==> config.mk <==
export PLATFORM = sky130hd
export DESIGN_NAME = link_token_base64url_decoder
export DESIGN_NICKNAME = d
export VERILOG_FILES = /design/src/rtl/core/ltbd_pkg.sv /design/src/rtl/core/ltbd_field_chk.sv /design/src/rtl/core/link_token_base64url_decoder.sv
export SDC_FILE = /design/constraint.sdc
export NUM_CORES = 1
export LEC_CHECK = 0
export BUFFER_PORTS_ARGS = -buffer_cell sky130_fd_sc_hd__buf_2
export CORE_MARGIN = 1
export CORE_UTILIZATION = 30
export DETAILED_ROUTE_END_ITERATION = 8
export HOLD_SLACK_MARGIN = 0.05
export MAX_ROUTING_LAYER = met4
export PLACE_DENSITY_LB_ADDON = 0.12
export SLEW_MARGIN = 10
export SYNTH_ARGS = -nofsm -noshare
export SYNTH_HDL_FRONTEND = slang
export SYNTH_SLANG_ARGS = --single-unit
==> constraint.sdc <==
create_clock -name clk_i -period 3.8 [get_ports clk_i]
set_input_delay 0.57 -clock clk_i [delete_from_list [all_inputs] [get_ports clk_i]]
set_output_delay 0.57 -clock clk_i [all_outputs]
set_load 0.02 [all_outputs]
==> src/rtl/core/ltbd_pkg.sv <==
package ltbd_pkg;

  localparam int unsigned HeadLen    = 22;
  localparam int unsigned SymLen     = 187;
  localparam int unsigned TotalLen   = HeadLen + SymLen;
  localparam int unsigned PayloadLen = 140;

  // fixed link prefix, one byte per position
  localparam logic [7:0] LinkHead [HeadLen] = '{
    8'h72, 8'h68, 8'h79, 8'h74, 8'h68, 8'h6d, 8'h6d, 8'h61, 8'h73, 8'h74, 8'h65,
    8'h72, 8'h3a, 8'h2f, 8'h2f, 8'h6a, 8'h6f, 8'h69, 8'h6e, 8'h2f, 8'h31, 8'h2f
  };

  localparam logic [2:0] StatusOk       = 3'd0;
  localparam logic [2:0] StatusLength   = 3'd1;
  localparam logic [2:0] StatusPrefix   = 3'd2;
  localparam logic [2:0] StatusSymbol   = 3'd3;
  localparam logic [2:0] StatusTrailing = 3'd4;
  localparam logic [2:0] StatusVersion  = 3'd5;
  localparam logic [2:0] StatusField    = 3'd6;

  localparam logic CfgIpv4Family = 1'b0;
  localparam logic CfgIpv6Family = 1'b1;

  localparam logic [7:0] VersionOne   = 8'h01;
  localparam logic [7:0] Ipv4MaxFirst = 8'd224;
  localparam logic [7:0] ByteAllOnes  = 8'hff;
  localparam logic [7:0] LinkLocalHi  = 8'hfe;

  typedef struct packed {
    logic [7:0] character;
    logic       last;
  } ltbd_in_t;

  typedef struct packed {
    logic       byte_valid;
    logic [7:0] payload_byte;
    logic [7:0] byte_index;
    logic       done_res;
    logic       accepted;
    logic [2:0] status;
  } ltbd_out_t;

  typedef struct packed {
    logic       valid;
    logic [7:0] index;
    logic [7:0] value;
  } ltbd_byte_t;

  // returns {ok, value}
  function automatic logic [6:0] sym_decode(input logic [7:0] c);
    logic [6:0] r;
    r = 7'd0;
    if (c inside {[8'h41:8'h5a]}) begin
      r = {1'b1, 6'(c - 8'h41)};
    end else if (c inside {[8'h61:8'h7a]}) begin
      r = {1'b1, 6'(c - 8'h61 + 8'd26)};
    end else if (c inside {[8'h30:8'h39]}) begin
      r = {1'b1, 6'(c - 8'h30 + 8'd52)};
    end else if (c == 8'h2d) begin
      r = {1'b1, 6'd62};
    end else if (c == 8'h5f) begin
      r = {1'b1, 6'd63};
    end
    return r;
  endfunction

  // keeps the lowest nonzero code
  function automatic logic [2:0] err_merge(input logic [2:0] cur, input logic [2:0] code,
                                           input logic hit);
    logic [2:0] r;
    r = cur;
    if (hit && (cur == StatusOk || code < cur)) begin
      r = code;
    end
    return r;
  endfunction

endpackage

==> src/rtl/core/ltbd_field_chk.sv <==
module ltbd_field_chk
  import ltbd_pkg::*;
(
  input  logic       clk_i,
  input  logic       rst_ni,
  input  logic       en_i,
  input  logic       clr_i,
  input  ltbd_byte_t byte_i,
  input  logic [7:0] ipv4_code_i,
  input  logic [7:0] ipv6_code_i,
  output logic       version_bad_o,
  output logic       fields_ok_o
);

  logic [63:0] expiry_q, expiry_d;
  logic [7:0]  family_q, family_d;
  logic [5:0]  nz_q, nz_d;
  logic [15:0] addr_q, addr_d;
  logic [4:0]  mark_q, mark_d;

  logic [7:0] idx, val, ofs;
  logic       nz;
  logic [7:0] a0, a1;
  logic       any0_9, any4_15, any_all, exp_ok;

  assign idx = byte_i.index;
  assign val = byte_i.value;
  assign nz  = val != 8'd0;
  assign ofs = idx - 8'd28;

  assign version_bad_o = byte_i.valid && idx == 8'd0 && val != VersionOne;

  always_comb begin
    expiry_d = expiry_q;
    family_d = family_q;
    nz_d     = nz_q;
    addr_d   = addr_q;
    mark_d   = mark_q;
    if (byte_i.valid) begin
      if (idx == 8'd1) begin
        family_d = val;
      end else if (idx inside {[8'd2:8'd3]}) begin
        nz_d[0] = nz_q[0] | nz;
      end else if (idx inside {[8'd4:8'd11]}) begin
        nz_d[1] = nz_q[1] | nz;
      end else if (idx inside {[8'd12:8'd19]}) begin
        nz_d[2] = nz_q[2] | nz;
      end else if (idx inside {[8'd20:8'd27]}) begin
        expiry_d = {expiry_q[55:0], val};
      end else if (idx inside {[8'd28:8'd43]}) begin
        if (ofs == 8'd0) begin
          addr_d[15:8] = val;
        end else if (ofs == 8'd1) begin
          addr_d[7:0] = val;
        end else if (ofs < 8'd4) begin
          mark_d[0] = mark_q[0] | nz;
        end else if (ofs < 8'd10) begin
          mark_d[1] = mark_q[1] | nz;
        end else begin
          mark_d[2] = mark_q[2] | nz;
        end
        if (ofs == 8'd10 && val == ByteAllOnes) mark_d[3] = 1'b1;
        if (ofs == 8'd11 && val == ByteAllOnes) mark_d[4] = 1'b1;
      end else if (idx inside {[8'd44:8'd75]}) begin
        nz_d[3] = nz_q[3] | nz;
      end else if (idx inside {[8'd76:8'd107]}) begin
        nz_d[4] = nz_q[4] | nz;
      end else if (idx inside {[8'd108:8'd139]}) begin
        nz_d[5] = nz_q[5] | nz;
      end
    end
  end

  // checks run on the state including this byte
  assign a0      = addr_d[15:8];
  assign a1      = addr_d[7:0];
  assign any0_9  = a0 != 8'd0 || a1 != 8'd0 || mark_d[1:0] != 2'b00;
  assign any4_15 = mark_d[2:1] != 2'b00;
  assign any_all = any0_9 || mark_d[2];
  // nonzero and at most 2^52
  assign exp_ok  = expiry_d != 64'd0 && expiry_d[63:53] == 11'd0 &&
                   !(expiry_d[52] && expiry_d[51:0] != 52'd0);

  always_comb begin
    fields_ok_o = 1'b0;
    if (exp_ok && nz_d == 6'h3f) begin
      if (family_d == ipv4_code_i) begin
        fields_ok_o = a0 != 8'd0 && a0 < Ipv4MaxFirst && !any4_15;
      end else if (family_d != ipv6_code_i || !any_all || a0 == ByteAllOnes ||
                   (a0 == LinkLocalHi && a1[7:6] == 2'b10)) begin
        fields_ok_o = 1'b0;
      end else begin
        fields_ok_o = any0_9 || mark_d[4:3] != 2'b11;
      end
    end
  end

  always_ff @(posedge clk_i or negedge rst_ni) begin
    if (!rst_ni) begin
      expiry_q <= '0;
      family_q <= '0;
      nz_q     <= '0;
      addr_q   <= '0;
      mark_q   <= '0;
    end else if (en_i) begin
      if (clr_i) begin
        expiry_q <= '0;
        family_q <= '0;
        nz_q     <= '0;
        addr_q   <= '0;
        mark_q   <= '0;
      end else begin
        expiry_q <= expiry_d;
        family_q <= family_d;
        nz_q     <= nz_d;
        addr_q   <= addr_d;
        mark_q   <= mark_d;
      end
    end
  end

  // an all-ones byte 10 or 11 is also a nonzero byte in 10-15
  ap_mark_needs_addr: assert property (@(posedge clk_i) disable iff (!rst_ni)
    (mark_q[3] || mark_q[4]) |-> mark_q[2])
    else $error("address mark flags inconsistent");

  ap_expiry_cleared: assert property (@(posedge clk_i) disable iff (!rst_ni)
    en_i && clr_i |=> expiry_q == 64'd0 && nz_q == 6'd0 && mark_q == 5'd0)
    else $error("field state not cleared at end of link");

  ap_family_byte_one: assert property (@(posedge clk_i) disable iff (!rst_ni)
    en_i && !clr_i && byte_i.valid && idx == 8'd1 |=> family_q == $past(val))
    else $error("family byte not captured");

endmodule

==> src/rtl/core/link_token_base64url_decoder.sv <==
// path: a character is held in the input register, and its result in the output register
// throughput: one character per cycle; the block holds input only while the output stalls
// the input register, decode logic and result register form a single pass per character
// reset: asynchronous, active low; decode state cleared, family codes set to 0 and 1
// after the result for a last character the decode state returns to its reset value
module link_token_base64url_decoder
  import ltbd_pkg::*;
(
  input  logic      clk_i,
  input  logic      rst_ni,
  input  logic      in_valid_i,
  output logic      in_stall_o,
  input  ltbd_in_t  in_data_i,
  output logic      out_valid_o,
  input  logic      out_stall_i,
  output ltbd_out_t out_data_o,
  input  logic      cfg_we_i,
  input  logic      cfg_index_i,
  input  logic [7:0] cfg_data_i
);

  logic [7:0] ipv4_code_q, ipv6_code_q;

  logic      in_vld_q;
  ltbd_in_t  in_q;
  logic      out_vld_q;
  ltbd_out_t out_q, out_d;
  logic      out_ready, adv;

  logic [7:0]  char_cnt_q, char_cnt_d;
  logic [13:0] buf_q, buf_d, buf_shift, buf_out;
  logic [2:0]  bit_cnt_q, bit_cnt_d;
  logic [7:0]  byte_cnt_q, byte_cnt_d;
  logic [2:0]  err_q, err_step, err_fin, status;

  logic [7:0] pos;
  logic       in_head, in_sym, head_err, sym_err, emit, fin, len_bad, trail_err;
  logic [6:0] sym;
  logic [3:0] cnt_sum, bit_rem;
  logic [7:0] pbyte;

  ltbd_byte_t byte_ev;
  logic       version_bad, fields_ok;

  assign out_ready  = !out_vld_q || !out_stall_i;
  assign adv        = in_vld_q && out_ready;
  assign in_stall_o = in_vld_q && !out_ready;

  always_ff @(posedge clk_i or negedge rst_ni) begin
    if (!rst_ni) begin
      ipv4_code_q <= 8'd0;
      ipv6_code_q <= 8'd1;
    end else if (cfg_we_i) begin
      if (cfg_index_i == CfgIpv4Family) ipv4_code_q <= cfg_data_i;
      if (cfg_index_i == CfgIpv6Family) ipv6_code_q <= cfg_data_i;
    end
  end

  // per-character decode
  assign pos      = char_cnt_q;
  assign fin      = in_q.last;
  assign in_head  = pos < 8'(HeadLen);
  assign in_sym   = !in_head && pos < 8'(TotalLen);
  assign head_err = in_head && in_q.character != LinkHead[pos[4:0]];
  assign sym      = sym_decode(in_q.character);
  // a bad symbol still feeds zero bits to keep alignment
  assign sym_err  = in_sym && !sym[6];

  assign buf_shift = {buf_q[7:0], sym[5:0]};
  assign cnt_sum   = {1'b0, bit_cnt_q} + 4'd6;
  assign emit      = in_sym && cnt_sum >= 4'd8 && byte_cnt_q < 8'(PayloadLen);
  assign bit_rem   = emit ? cnt_sum - 4'd8 : cnt_sum;
  assign buf_out   = buf_shift >> bit_rem[2:0];
  assign pbyte     = buf_out[7:0];

  assign buf_d      = in_sym ? buf_shift : buf_q;
  assign bit_cnt_d  = in_sym ? bit_rem[2:0] : bit_cnt_q;
  assign byte_cnt_d = emit ? byte_cnt_q + 8'd1 : byte_cnt_q;
  assign char_cnt_d = (char_cnt_q == 8'hff) ? char_cnt_q : char_cnt_q + 8'd1;

  assign byte_ev.valid = emit;
  assign byte_ev.index = byte_cnt_q;
  assign byte_ev.value = pbyte;

  ltbd_field_chk u_chk (
    .clk_i         (clk_i),
    .rst_ni        (rst_ni),
    .en_i          (adv),
    .clr_i         (fin),
    .byte_i        (byte_ev),
    .ipv4_code_i   (ipv4_code_q),
    .ipv6_code_i   (ipv6_code_q),
    .version_bad_o (version_bad),
    .fields_ok_o   (fields_ok)
  );

  assign err_step = err_merge(err_merge(err_merge(err_q, StatusPrefix, head_err),
                                        StatusSymbol, sym_err),
                              StatusVersion, version_bad);

  assign len_bad   = pos != 8'(TotalLen - 1);
  assign trail_err = byte_cnt_d != 8'(PayloadLen) ||
                     (buf_d & ~(14'h3fff << bit_cnt_d)) != 14'd0;
  assign err_fin   = err_merge(err_merge(err_step, StatusTrailing, trail_err),
                               StatusField, !fields_ok);
  assign status    = len_bad ? StatusLength : err_fin;

  always_comb begin
    out_d.byte_valid   = emit;
    out_d.payload_byte = emit ? pbyte : 8'd0;
    out_d.byte_index   = emit ? byte_cnt_q : 8'd0;
    out_d.done_res     = fin;
    out_d.accepted     = fin && status == StatusOk;
    out_d.status       = fin ? status : StatusOk;
  end

  always_ff @(posedge clk_i or negedge rst_ni) begin
    if (!rst_ni) begin
      in_vld_q   <= 1'b0;
      out_vld_q  <= 1'b0;
      char_cnt_q <= '0;
      buf_q      <= '0;
      bit_cnt_q  <= '0;
      byte_cnt_q <= '0;
      err_q      <= StatusOk;
    end else begin
      if (in_valid_i && !in_stall_o) begin
        in_vld_q <= 1'b1;
      end else if (adv) begin
        in_vld_q <= 1'b0;
      end
      if (adv) begin
        out_vld_q <= 1'b1;
      end else if (!out_stall_i) begin
        out_vld_q <= 1'b0;
      end
      if (adv) begin
        if (fin) begin
          char_cnt_q <= '0;
          buf_q      <= '0;
          bit_cnt_q  <= '0;
          byte_cnt_q <= '0;
          err_q      <= StatusOk;
        end else begin
          char_cnt_q <= char_cnt_d;
          buf_q      <= buf_d;
          bit_cnt_q  <= bit_cnt_d;
          byte_cnt_q <= byte_cnt_d;
          err_q      <= err_step;
        end
      end
    end
  end

  always_ff @(posedge clk_i) begin
    if (in_valid_i && !in_stall_o) in_q <= in_data_i;
    if (adv) out_q <= out_d;
  end

  assign out_valid_o = out_vld_q;
  assign out_data_o  = out_q;

  ap_bit_cnt_even: assert property (@(posedge clk_i) disable iff (!rst_ni)
    bit_cnt_q[0] == 1'b0)
    else $error("odd leftover bit count");

  ap_byte_cnt_range: assert property (@(posedge clk_i) disable iff (!rst_ni)
    byte_cnt_q <= 8'(PayloadLen))
    else $error("byte count past payload");

  ap_status_only_done: assert property (@(posedge clk_i) disable iff (!rst_ni)
    out_vld_q && !out_q.done_res |-> out_q.status == StatusOk && !out_q.accepted)
    else $error("status given before end of link");

  ap_clear_on_last: assert property (@(posedge clk_i) disable iff (!rst_ni)
    adv && fin |=> char_cnt_q == 8'd0 && byte_cnt_q == 8'd0 && err_q == StatusOk)
    else $error("state not cleared after last character");

endmodule

==> metrics.txt, run 1 <==
area delta synth->final 27.8%; initial antenna violation count 0; NumNets Final 1375; met1 usage 28.4%; Crit path buffers/inverters 4; clock sink total 177; GR Layer Usage met2 29.2%; setup tns final -1.06 ns; Simple-Gate Fraction of Synth Area 18.4%; Slew @ Worst Pin 0.954 ns; r2r startpoint in_q[4]; Residual DRC 1; Antenna Nets Post-Route 0; critical path endpoint category register; fin. max-slew vios 0; synth top area cells dfrtp_1 35%, edfxtp_1 8.9%, a22oi_1 6.2%; gpl congestion 0.861; commonest non-fill, non-tap cells in the layout 170 x buf_4, 159 x nand2_1, 145 x dfrtp_1; Crit path top cell by count buf_4; critical path peak fanout 5; clk_lat worst skew 0.46 ns; Ports 47; Core Area 0.0345 mm^2; LEAKAGE 5.51 nW; starting utilization of the core area 30.4%; H-tree depth 4; fin util 38.9%; Avg Vias per Cell 5.31; Die W 189 um; power per cell area 360 mW/mm^2; Critical Path Slowest Stage Cell edfxtp_1; max cap viols 0; GRT Total Usage 20.0%; cell taking the most area after synthesis dfrtp_1; fill count 3484; Reg clk slew, reported paths 0.08 ns; post-synth cell types 95; Mean Syn Cell Area 9.09 um^2; r2r setup slk -0.29 ns; number of global-route vias before repair 9410; CP top delay family compound AO/OA/AOI/OAI gates; Synth Area in Compound Gates 24.3%; via count 9525; CTS tree done; Worst VDD drop 0.329 mV; crit path DAT 4.41 ns; most common cell after layout, fill and taps aside buf_4; Max stage delay on crit path 0.52 ns; share of layout cells above drive strength 1 25.6%; fin crit share 108%; Synth Area in Adders 3.10%; Multi-input gate area 0.00583 mm^2; f_max 244 MHz; RSZ-0062 raised after global routing true; Top reg by flops u_chk.expiry_q; Setup Skew 0.0200 ns; worst r2r dst out_data_o[0]; CP startpoint kind register; ys async rst share 82.5%; GR peak layer met2; CTS Hold Bufs 0; full die area 0.0357 mm^2; Yosys warning count 0; height of the die 189 um; Main synth FF type dfrtp_1; min-delay worst type primary input to asynchronous set/reset pin; post-synthesis mux area share 3.40%; status finished with violations; DRT Wirelength 34000 um; Avg WL per Cell 18.9 um; Largest register FFs 64; Seq cells post-synth 177; largest net degree at the start of global routing 89; worst setup margin -0.291 ns; register area 0.00459 mm^2; GR Util met3 3.34%; DR iter-0 viols 683; total power 4.83 mW; drt pass-1 iters 9; Mapped Nets 1203; Worst Path Required 4.12 ns; I/O Buffers 46; Mapped Area 0.0105 mm^2; Min Clock Period, post-route 4.09 ns; largest family of logic cells by synthesized area compound AO/OA/AOI/OAI gates; grt ovf 0; Post-synth EDFFs 31; DP HPWL 23200 um; Cell Rows 68; post-synthesis xor/xnor area fraction 3.17%; Diodes inserted 0; final setup vio count 4; root buffer cell clkbuf_16; cells after synthesis 1154; failing checks DRC, setup timing; Hold Fails Final Rpt 0; CTS Buf Count 17; Rel. slew slack 36.4%; CTS Buffer Depth 2; register area share after synthesis 43.7%; Setup CP Type register to register; crit-path cells buf_4 > and4bb_2 > a211oi_4 > buf_4 > nor3_2 > a21boi_4 > o31a_1 > a221oi_4 > buf_6 > xnor2_1 > or4_1 > a31oi_2 > a31oi_1 > buf_4 > nor4b_4 > o221a_1; Synth top area share 34.6%; worst reg-to-reg path cell count 16; first-pass GRT wire length 54400 um
how the worst max path moves through the flow:
stage,from,end,cells after the start
finish,in_q[4],out_data_o[0],16
global route,in_q[4],out_data_o[3],17
CTS,in_q[4],out_data_o[0],16
detailed placement,in_q[3],out_data_o[0],17
global placement,in_q[3],out_data_o[0],17
floorplan,in_q[3],out_data_o[0],16
power by group:
| group | internal (mW) | total [mW] | switching [mW] |
|---|---|---|---|
| Sequential | 2.01 | 2.09 | 0.0805 |
| Combinational | 0.327 | 0.799 | 0.472 |
| Clock | 1.02 | 1.94 | 0.924 |
| Total | 3.36 | 4.83 | 1.48 |
metal layers:
layer | wire, um | share of wire (%)
met1 | 17100 | 50
met2 | 15200 | 45
met3 | 1210 | 3.6
met4 | 486 | 1.4
met5 | 0 | 0
cell type report:
type,instances,share of cell area [%]
multi-input combinational,872,43.5
sequential,177,34.2
timing repair buffer,227,12.5
tap,455,4.25
clock buffer,17,3.17
clock inverter,15,1.55
inverter,31,0.868
kinds of logic (layout without fill, tap and decap cells):
family | Yosys count | count (layout)
simple gates | 402 | 402
compound gates | 373 | 373
flops | 177 | 177
buf+inv | 105 | 290
xor+xnor | 38 | 38
mux | 33 | 33
fa+ha+maj | 26 | 26
repair_timing:
action,CTS,global route
resized for setup,41,21
pin swaps,25,13
setup buffers,9,6
endpoints found under the setup margin,5,5
cloned,0,0
through the flow:
stage | setup WS, ns | hold slack (ns) | instance area, um^2 | cells
floorplan | -0.00204 | 0.274 | 10500 | 1154
global placement | -0.548 | 0.477 | 12400 | 1748
detailed placement | -0.657 | 0.489 | 12400 | 1748
CTS | -0.223 | 0.140 | 13300 | 1789
global route | -0.464 | 0.151 | 13400 | 1794
finish | -0.291 | 0.121 | 13400 | 1794
Yosys cell counts (all sizes together), types with 6 or more instances:
library cell,n
nand2,161
dfrtp,145
o21ai,125
a22oi,86
nor2,83
clkbuf,60
a21oi,37
edfxtp,31
inv,30
nor4,27
ha,26
nand3,24
nand4,21
xnor2,21
a31oi,20
nor3,19
mux2,18
xor2,17
mux2i,15
buf,14
o31ai,13
and2,11
nor2b,11
o22ai,8
a211oi,7
a21boi,7
nand2b,7
o211ai,7
and3,6
nor3b,6
Note: power is estimated with default switching activity, not from simulation.
==> inputs of run 2 (changes only) <==
CORE_UTILIZATION = 55   (was 30)
GPL_TIMING_DRIVEN = 0   (was not set)
SETUP_SLACK_MARGIN = 0.05   (was not set)
==> run 2 against run 1 <==
  * The run still ends with DRC, setup timing left
  * Cell area decreased by 4.7%
  * Wire length decreased by 4.9%
  * Critical path depth unchanged
  * Final cell count decreased by 15%
  * Clock skew about the same
  * Sequential power about the same
  * Flip-flop and latch count unchanged
  * Die area decreased by 45%
  * Critical endpoint unchanged
  * Largest power group unchanged
==> metrics.txt, run 2 (synthesis gave the netlist of run 1 again) <==
status finished with violations (unchanged); failing checks DRC, setup timing (unchanged); clk_lat worst skew 0.44 ns (was 0.46 ns); setup tns final -1.73 ns (was -1.06 ns); root buffer cell clkbuf_16 (unchanged); via count 9929 (was 9525); fill count 1443 (was 3484); drt pass-1 iters 7 (was 9); first-pass GRT wire length 51200 um (was 54400 um); Worst Setup SP in_q[4] (unchanged); fin util 68.3% (was 38.9%); power share of the sequential group 44.6% (was 43.2%); P_int 3.26 mW (was 3.36 mW); DRT Wirelength 32300 um (was 34000 um); clock sink total 177 (unchanged); Ports 47 (unchanged); Critical Path Slowest Stage Cell edfxtp_1 (unchanged); share of layout cells above drive strength 1 20.3% (was 25.6%); Worst VDD drop 0.386 mV (was 0.329 mV); DR iter-0 viols 980 (was 683); Largest register FFs 64 (unchanged); Hold Fails Final Rpt 0 (unchanged); CP top delay family simple AND/OR/NAND/NOR gates (was compound AO/OA/AOI/OAI gates); total power 4.69 mW (was 4.83 mW); Slew @ Worst Pin 0.854 ns (was 0.954 ns); Diodes inserted 0 (unchanged); starting utilization of the core area 56.1% (was 30.4%); f_max 234 MHz (was 244 MHz); area delta synth->final 21.9% (was 27.8%); Setup Skew 0.0204 ns (was 0.0200 ns); number of global-route vias before repair 9420 (was 9410); RSZ-0062 raised after global routing true (unchanged); Rel. slew slack 43.1% (was 36.4%); Residual DRC 1 (unchanged); I/O Buffers 46 (unchanged); min-delay worst type primary input to register (was primary input to asynchronous set/reset pin); critical path peak fanout 5 (unchanged); Cell Rows 50 (was 68); crit-path cells ha_4 > buf_4 > a21oi_4 > a211oi_4 > nor3_2 > nand2_1 > nand4_1 > o311ai_2 > or2_0 > buf_6 > or3_4 > a221oi_4 > a211oi_2 > a31oi_4 > nor4b_4 > o221a_1 (was buf_4 > and4bb_2 > a211oi_4 > buf_4 > nor3_2 > a21boi_4 > o31a_1 > a221oi_4 > buf_6 > xnor2_1 > or4_1 > a31oi_2 > a31oi_1 > buf_4 > nor4b_4 > o221a_1); Finished Layout Cells 1523 (was 1794); Min Clock Period, post-route 4.28 ns (was 4.09 ns); DP HPWL 21200 um (was 23200 um); commonest non-fill, non-tap cells in the layout 159 x nand2_1, 145 x dfrtp_1, 117 x o21ai_0 (was 170 x buf_4, 159 x nand2_1, 145 x dfrtp_1); P_sw 1.43 mW (was 1.48 mW); full die area 0.0196 mm^2 (was 0.0357 mm^2); fin crit share 113% (was 108%); CTS Buf Count 17 (unchanged); Avg Vias per Cell 6.52 (was 5.31); CTS Buffer Depth 2 (unchanged); GRT Total Usage 34.7% (was 20.0%); worst setup margin -0.477 ns (was -0.291 ns); H-tree depth 4 (unchanged); height of the die 140 um (was 189 um); gpl congestion 0.942 (was 0.861); Setup CP Type register to register (unchanged); Gate power share 16.7% (was 16.5%); hold path startpoint in_data_i[5]; initial antenna violation count 0 (unchanged); CTS tree done (unchanged); DP Area 0.0111 mm^2 (was 0.0124 mm^2); Die W 140 um (was 189 um); final instance area 0.0128 mm^2 (was 0.0134 mm^2); grt ovf 0 (unchanged); final setup vio count 4 (unchanged); fin. max-slew vios 0 (unchanged); Crit path buffers/inverters 2 (was 4); LEAKAGE 5.10 nW (was 5.51 nW); Clock Power Share 38.7% (was 40.2%); critical path endpoint category register (unchanged); most common cell after layout, fill and taps aside nand2_1 (was buf_4); max cap viols 0 (unchanged); Worst Path Required 3.98 ns (was 4.12 ns); NumNets Final 1325 (was 1375); placed cells 1435 (was 1748); crit path DAT 4.45 ns (was 4.41 ns); Reg clk slew, reported paths 0.08 ns (about the same); Max stage delay on crit path 0.54 ns (was 0.52 ns); Top reg by flops u_chk.expiry_q (unchanged); largest net degree at the start of global routing 103 (was 89); r2r startpoint in_q[4] (unchanged); power per cell area 367 mW/mm^2 (was 360 mW/mm^2); sw frac 30.5% (was 30.6%); Core Area 0.0187 mm^2 (was 0.0345 mm^2); CP startpoint kind register (unchanged); Antenna Nets Post-Route 0 (unchanged); Avg WL per Cell 21.2 um (was 18.9 um)
==> run 2: final timing paths <==
path                                            to  slack (ns)  cells past startpoint
max in group asynchronous            char_cnt_q[6]        2.33                      3
worst max-delay path                 out_data_o[0]       -0.48                     16
worst min-delay path                       in_q[5]        0.30                      1
worst max register to register       out_data_o[0]       -0.48                     16
worst min register to register     u_chk.mark_q[3]        0.51                      2
min in group asynchronous       u_chk.expiry_q[49]        0.62                      2
==> run 2: routing by layer <==
metal | up-vias | GRT usage, % | share of wire (%)
met4 | 0 | 11.4 | 3.1
li1 | 4527 | - | -
met5 | - | - | 0
met2 | 529 | 49.9 | 44
met3 | 98 | 8.03 | 9.1
met1 | 4775 | 48.4 | 44
==> run 2: stage by stage <==
step / hold slack (ns) / setup slack [ns]
after floorplan: 0.274 / 0.0512
after global placement: 0.468 / -1.02
after detailed placement: 0.487 / -0.990
after CTS: 0.285 / -0.286
after global routing: 0.277 / -0.577
final: 0.300 / -0.477
==> run 2: power groups by stage <==
stage	clock network [mW]	registers, mW	logic, mW
3_3_place_gp	0	2.13	0.634
3_5_place_dp	0	2.13	0.651
6_report	1.82	2.10	0.784
4_1_cts	1.83	2.09	0.726
2_1_floorplan	0	2.12	0.439
5_1_grt	1.90	2.10	0.856
==> run 2: final cells by class <==
cell class	count	area (um^2)	area share, %
repair buffers	106	737	5.76
flip-flops and latches	177	4590	35.9
inverters	31	121	0.949
clock inverters	14	188	1.47
multi-input cells	872	6100	47.7
plain buffers	71	332	2.59
clock buffers	18	429	3.36
well taps	234	293	2.29
==> run 2: repair_timing <==
action | in CTS | in global routing
resized for setup | 99 | 28
pin swaps | 34 | 28
hold buffers | 1 | 0
endpoints found under the hold margin | 44 | 0
setup endpoints to repair | 18 | 22
buffers inserted | 39 | 19
==> inputs of run 3 (changes only) <==
ABC_AREA = 1   (was not set)
CORE_UTILIZATION = 40   (was 55)
==> run 3 against run 2 <==
  * The run now ends clean
  * Critical path type unchanged
  * First-iteration DRC count fell by 4.3%
  * Setup slack improved by 0.75 ns
  * Largest power group unchanged
  * Non-clock buffer count down 43
  * Power decreased by 1.5%
==> metrics.txt, run 3 <==
worst reg-to-reg path cell count 24 (was 16); hold worst-path end in_q[6] (was in_q[5]); Min Clock Period, post-route 3.53 ns (was 4.28 ns); min-delay worst type primary input to register (unchanged); Antenna Nets Post-Route 0 (unchanged); CTS Buf Count 17 (unchanged); first-pass GRT wire length 51000 um (was 51200 um); most instantiated library cell after synthesis nand2_1 (unchanged); Synth top area share 33.2% (was 34.6%); power per cell area 360 mW/mm^2 (was 367 mW/mm^2); Core Area 0.0269 mm^2 (was 0.0187 mm^2); CP startpoint kind register (unchanged); via count 10200 (was 9929); Seq cells post-synth 177 (unchanged); NumNets Final 1630 (was 1325); Avg WL per Cell 16.5 um (was 21.2 um); Finished Layout Cells 1935 (was 1523); fin crit share 92.9% (was 113%); Largest register FFs 64 (unchanged); clk_lat worst skew 0.44 ns (about the same); Post-synth EDFFs 31 (unchanged); CTS Buffer Depth 2 (unchanged); height of the die 167 um (was 140 um); Slew @ Worst Pin 0.894 ns (was 0.854 ns); Rel. slew slack 40.4% (was 43.1%); Mapped Nets 1534 (was 1203); hold path startpoint in_data_i[6] (was in_data_i[5]); status complete, no violations (was finished with violations); post-synth cell types 43 (was 95); Avg Vias per Cell 5.26 (was 6.52); cells after synthesis 1485 (was 1154); register area 0.00459 mm^2 (about the same); commonest non-fill, non-tap cells in the layout 392 x nand2_1, 178 x inv_1, 140 x dfrtp_1 (was 159 x nand2_1, 145 x dfrtp_1, 117 x o21ai_0); DR iter-0 viols 938 (was 980); Multi-input gate area 0.00556 mm^2 (was 0.00610 mm^2); Mean Syn Cell Area 7.36 um^2 (was 9.09 um^2); final instance area 0.0128 mm^2 (about the same); drt pass-1 iters 6 (was 7); Worst VDD drop 0.236 mV (was 0.386 mV); fill count 2715 (was 1443); critical path endpoint category register (unchanged); Mapped Area 0.0109 mm^2 (was 0.0105 mm^2); Setup CP Type register to register (unchanged); largest net degree at the start of global routing 100 (was 103); worst hold slack 0.301 ns (was 0.300 ns); I/O Buffers 46 (unchanged); crit path DAT 3.69 ns (was 4.45 ns); DP HPWL 23300 um (was 21200 um); ys async rst share 82.5% (unchanged); register area share after synthesis 41.9% (was 43.7%); DP Area 0.0116 mm^2 (was 0.0111 mm^2); CTS tree done (unchanged); max cap viols 0 (unchanged); fin. max-slew vios 0 (unchanged); clock sink total 177 (unchanged); DRT Wirelength 32000 um (was 32300 um); f_max 283 MHz (was 234 MHz); worst r2r dst out_data_o[0] (unchanged); placed cells 1873 (was 1435); Top reg by flops u_chk.expiry_q (unchanged); r2r setup slk 0.27 ns (was -0.48 ns); area delta synth->final 17.4% (was 21.9%); r2r startpoint byte_cnt_q[2] (was in_q[4]); Reg clk slew, reported paths 0.07 ns (was 0.08 ns); full die area 0.0280 mm^2 (was 0.0196 mm^2); cell taking the most area after synthesis dfrtp_1 (unchanged); Setup Skew 0.0106 ns (was 0.0204 ns); gpl congestion 0.917 (was 0.942); Yosys warning count 0 (unchanged); Hold Fails Final Rpt 0 (unchanged); most common cell after layout, fill and taps aside nand2_1 (unchanged); final setup vio count 0 (was 4); Die W 167 um (was 140 um); H-tree depth 4 (unchanged); critical path peak fanout 10 (was 5); initial antenna violation count 0 (unchanged); Diodes inserted 0 (unchanged); synth top area cells dfrtp_1 33%, nand2_1 14%, edfxtp_1 8.5% (was dfrtp_1 35%, edfxtp_1 8.9%, a22oi_1 6.2%); Main synth FF type dfrtp_1 (unchanged); root buffer cell clkbuf_16 (unchanged); number of global-route vias before repair 9447 (was 9420); starting utilization of the core area 40.7% (was 56.1%); Worst Path Required 3.96 ns (was 3.98 ns); Ports 47 (unchanged); Commonest cells post-synth 406 x nand2_1, 187 x inv_1, 145 x dfrtp_1, 145 x nand3_1, 116 x nor2_1 (was 160 x nand2_1, 145 x dfrtp_1, 118 x o21ai_0); share of layout cells above drive strength 1 16.6% (was 20.3%); grt ovf 0 (unchanged); RSZ-0062 raised after global routing true (unchanged); GRT Total Usage 24.0% (was 34.7%); Residual DRC 0 (was 1); Hold Path Cell Cnt 1 (unchanged); Cell Rows 60 (was 50); LEAKAGE 6.24 nW (was 5.10 nW); setup tns final 0 ns (was -1.73 ns)
[run 3: changes by cell type after synthesis, sizes merged, moves of 18 or more]
| cell | previous run | this run |
|---|---|---|
| inv | 30 | 199 |
| o22ai | 8 | 86 |
| nand2 | 161 | 420 |
| mux2 | 18 | 0 |
| a22oi | 86 | 0 |
| nand3 | 24 | 151 |
| clkbuf | 60 | 28 |
| nor4 | 27 | 6 |
| nor2 | 83 | 129 |
[run 3: how the worst max path moves through the flow]
stage          slack (ns)       endpoint  cells past startpoint     startpoint
2_1_floorplan        0.60  out_data_o[3]                     25   bit_cnt_q[1]
3_3_place_gp        -0.57  out_data_o[0]                     23   bit_cnt_q[1]
3_5_place_dp        -0.57  out_data_o[0]                     23   bit_cnt_q[1]
4_1_cts              0.05  out_data_o[0]                     25        in_q[3]
5_1_grt            -0.009  out_data_o[3]                     26  byte_cnt_q[2]
6_report             0.27  out_data_o[0]                     24  byte_cnt_q[2]
[run 3: critical path, cell delays in order (launching register included)]
cell	delay [ns]
dfrtp_2	0.48
ha_4	0.22
nor2_4	0.15
a21oi_2	0.13
nor2_4	0.21
nand2_4	0.10
inv_2	0.13
nand2_2	0.09
inv_2	0.07
nand2_1	0.12
clkbuf_4	0.22
inv_2	0.12
nand2_1	0.06
o21ai_0	0.10
nand2_1	0.08
nor2_1	0.19
nand2_1	0.08
nor2_1	0.14
nand3_1	0.09
nand2_1	0.06
nand2_1	0.04
nand2_1	0.11
nand2_2	0.09
nand2_1	0.09
a21oi_1	0.07
[run 3: timing repair]
item,4_1_cts,5_1_grt
gates cloned,0,3
setup buffers,2,25
hold endpoints to repair,9,0
pin swaps,0,22
gates resized for setup,17,87
setup endpoints to repair,4,83
hold buffers,1,0
[run 3: cell type report]
type,count,area share [%]
clock inverter,15,1.18
timing repair buffer,76,4.13
clock buffer,17,3.31
sequential,177,35.8
multi-input combinational,1049,43.3
inverter,202,6.02
buffer,58,2.95
tap,341,3.32
[run 3: through the flow]
| stage | power (mW) | setup slack (ns) | util, % |
|---|---|---|---|
| global route | 4.83 | -0.00859 | 47.8 |
| global placement | 2.85 | -0.566 | 43.1 |
| CTS | 4.62 | 0.0510 | 45.7 |
| floorplan | 2.60 | 0.598 | - |
| finish | 4.62 | 0.270 | 47.8 |
| detailed placement | 2.86 | -0.569 | 43.3 |
[run 3: metal layers]
layer  share of wire (%)  global-route usage [%]  wire length [um]
met5                   0                       -                 0
met1                  49                    33.9             15800
met3                 4.8                    3.45              1530
met2                  45                    36.2             14200
met4                 1.3                    6.02               426
[run 3: where the power goes]
group	total, mW	leakage (nW)	internal [mW]	switching, mW
combinational	0.783	3.65	0.232	0.550
clock	1.78	0.285	0.924	0.853
sequential	2.06	2.30	2.01	0.0558
[run 3: cell families after synthesis]
logic type	after synthesis	share of synthesized area, %
buf+inv	261	10.0
fa+ha+maj	26	2.97
flops	177	41.9
compound gates	258	13.8
simple gates	744	29.8
xor+xnor	19	1.52
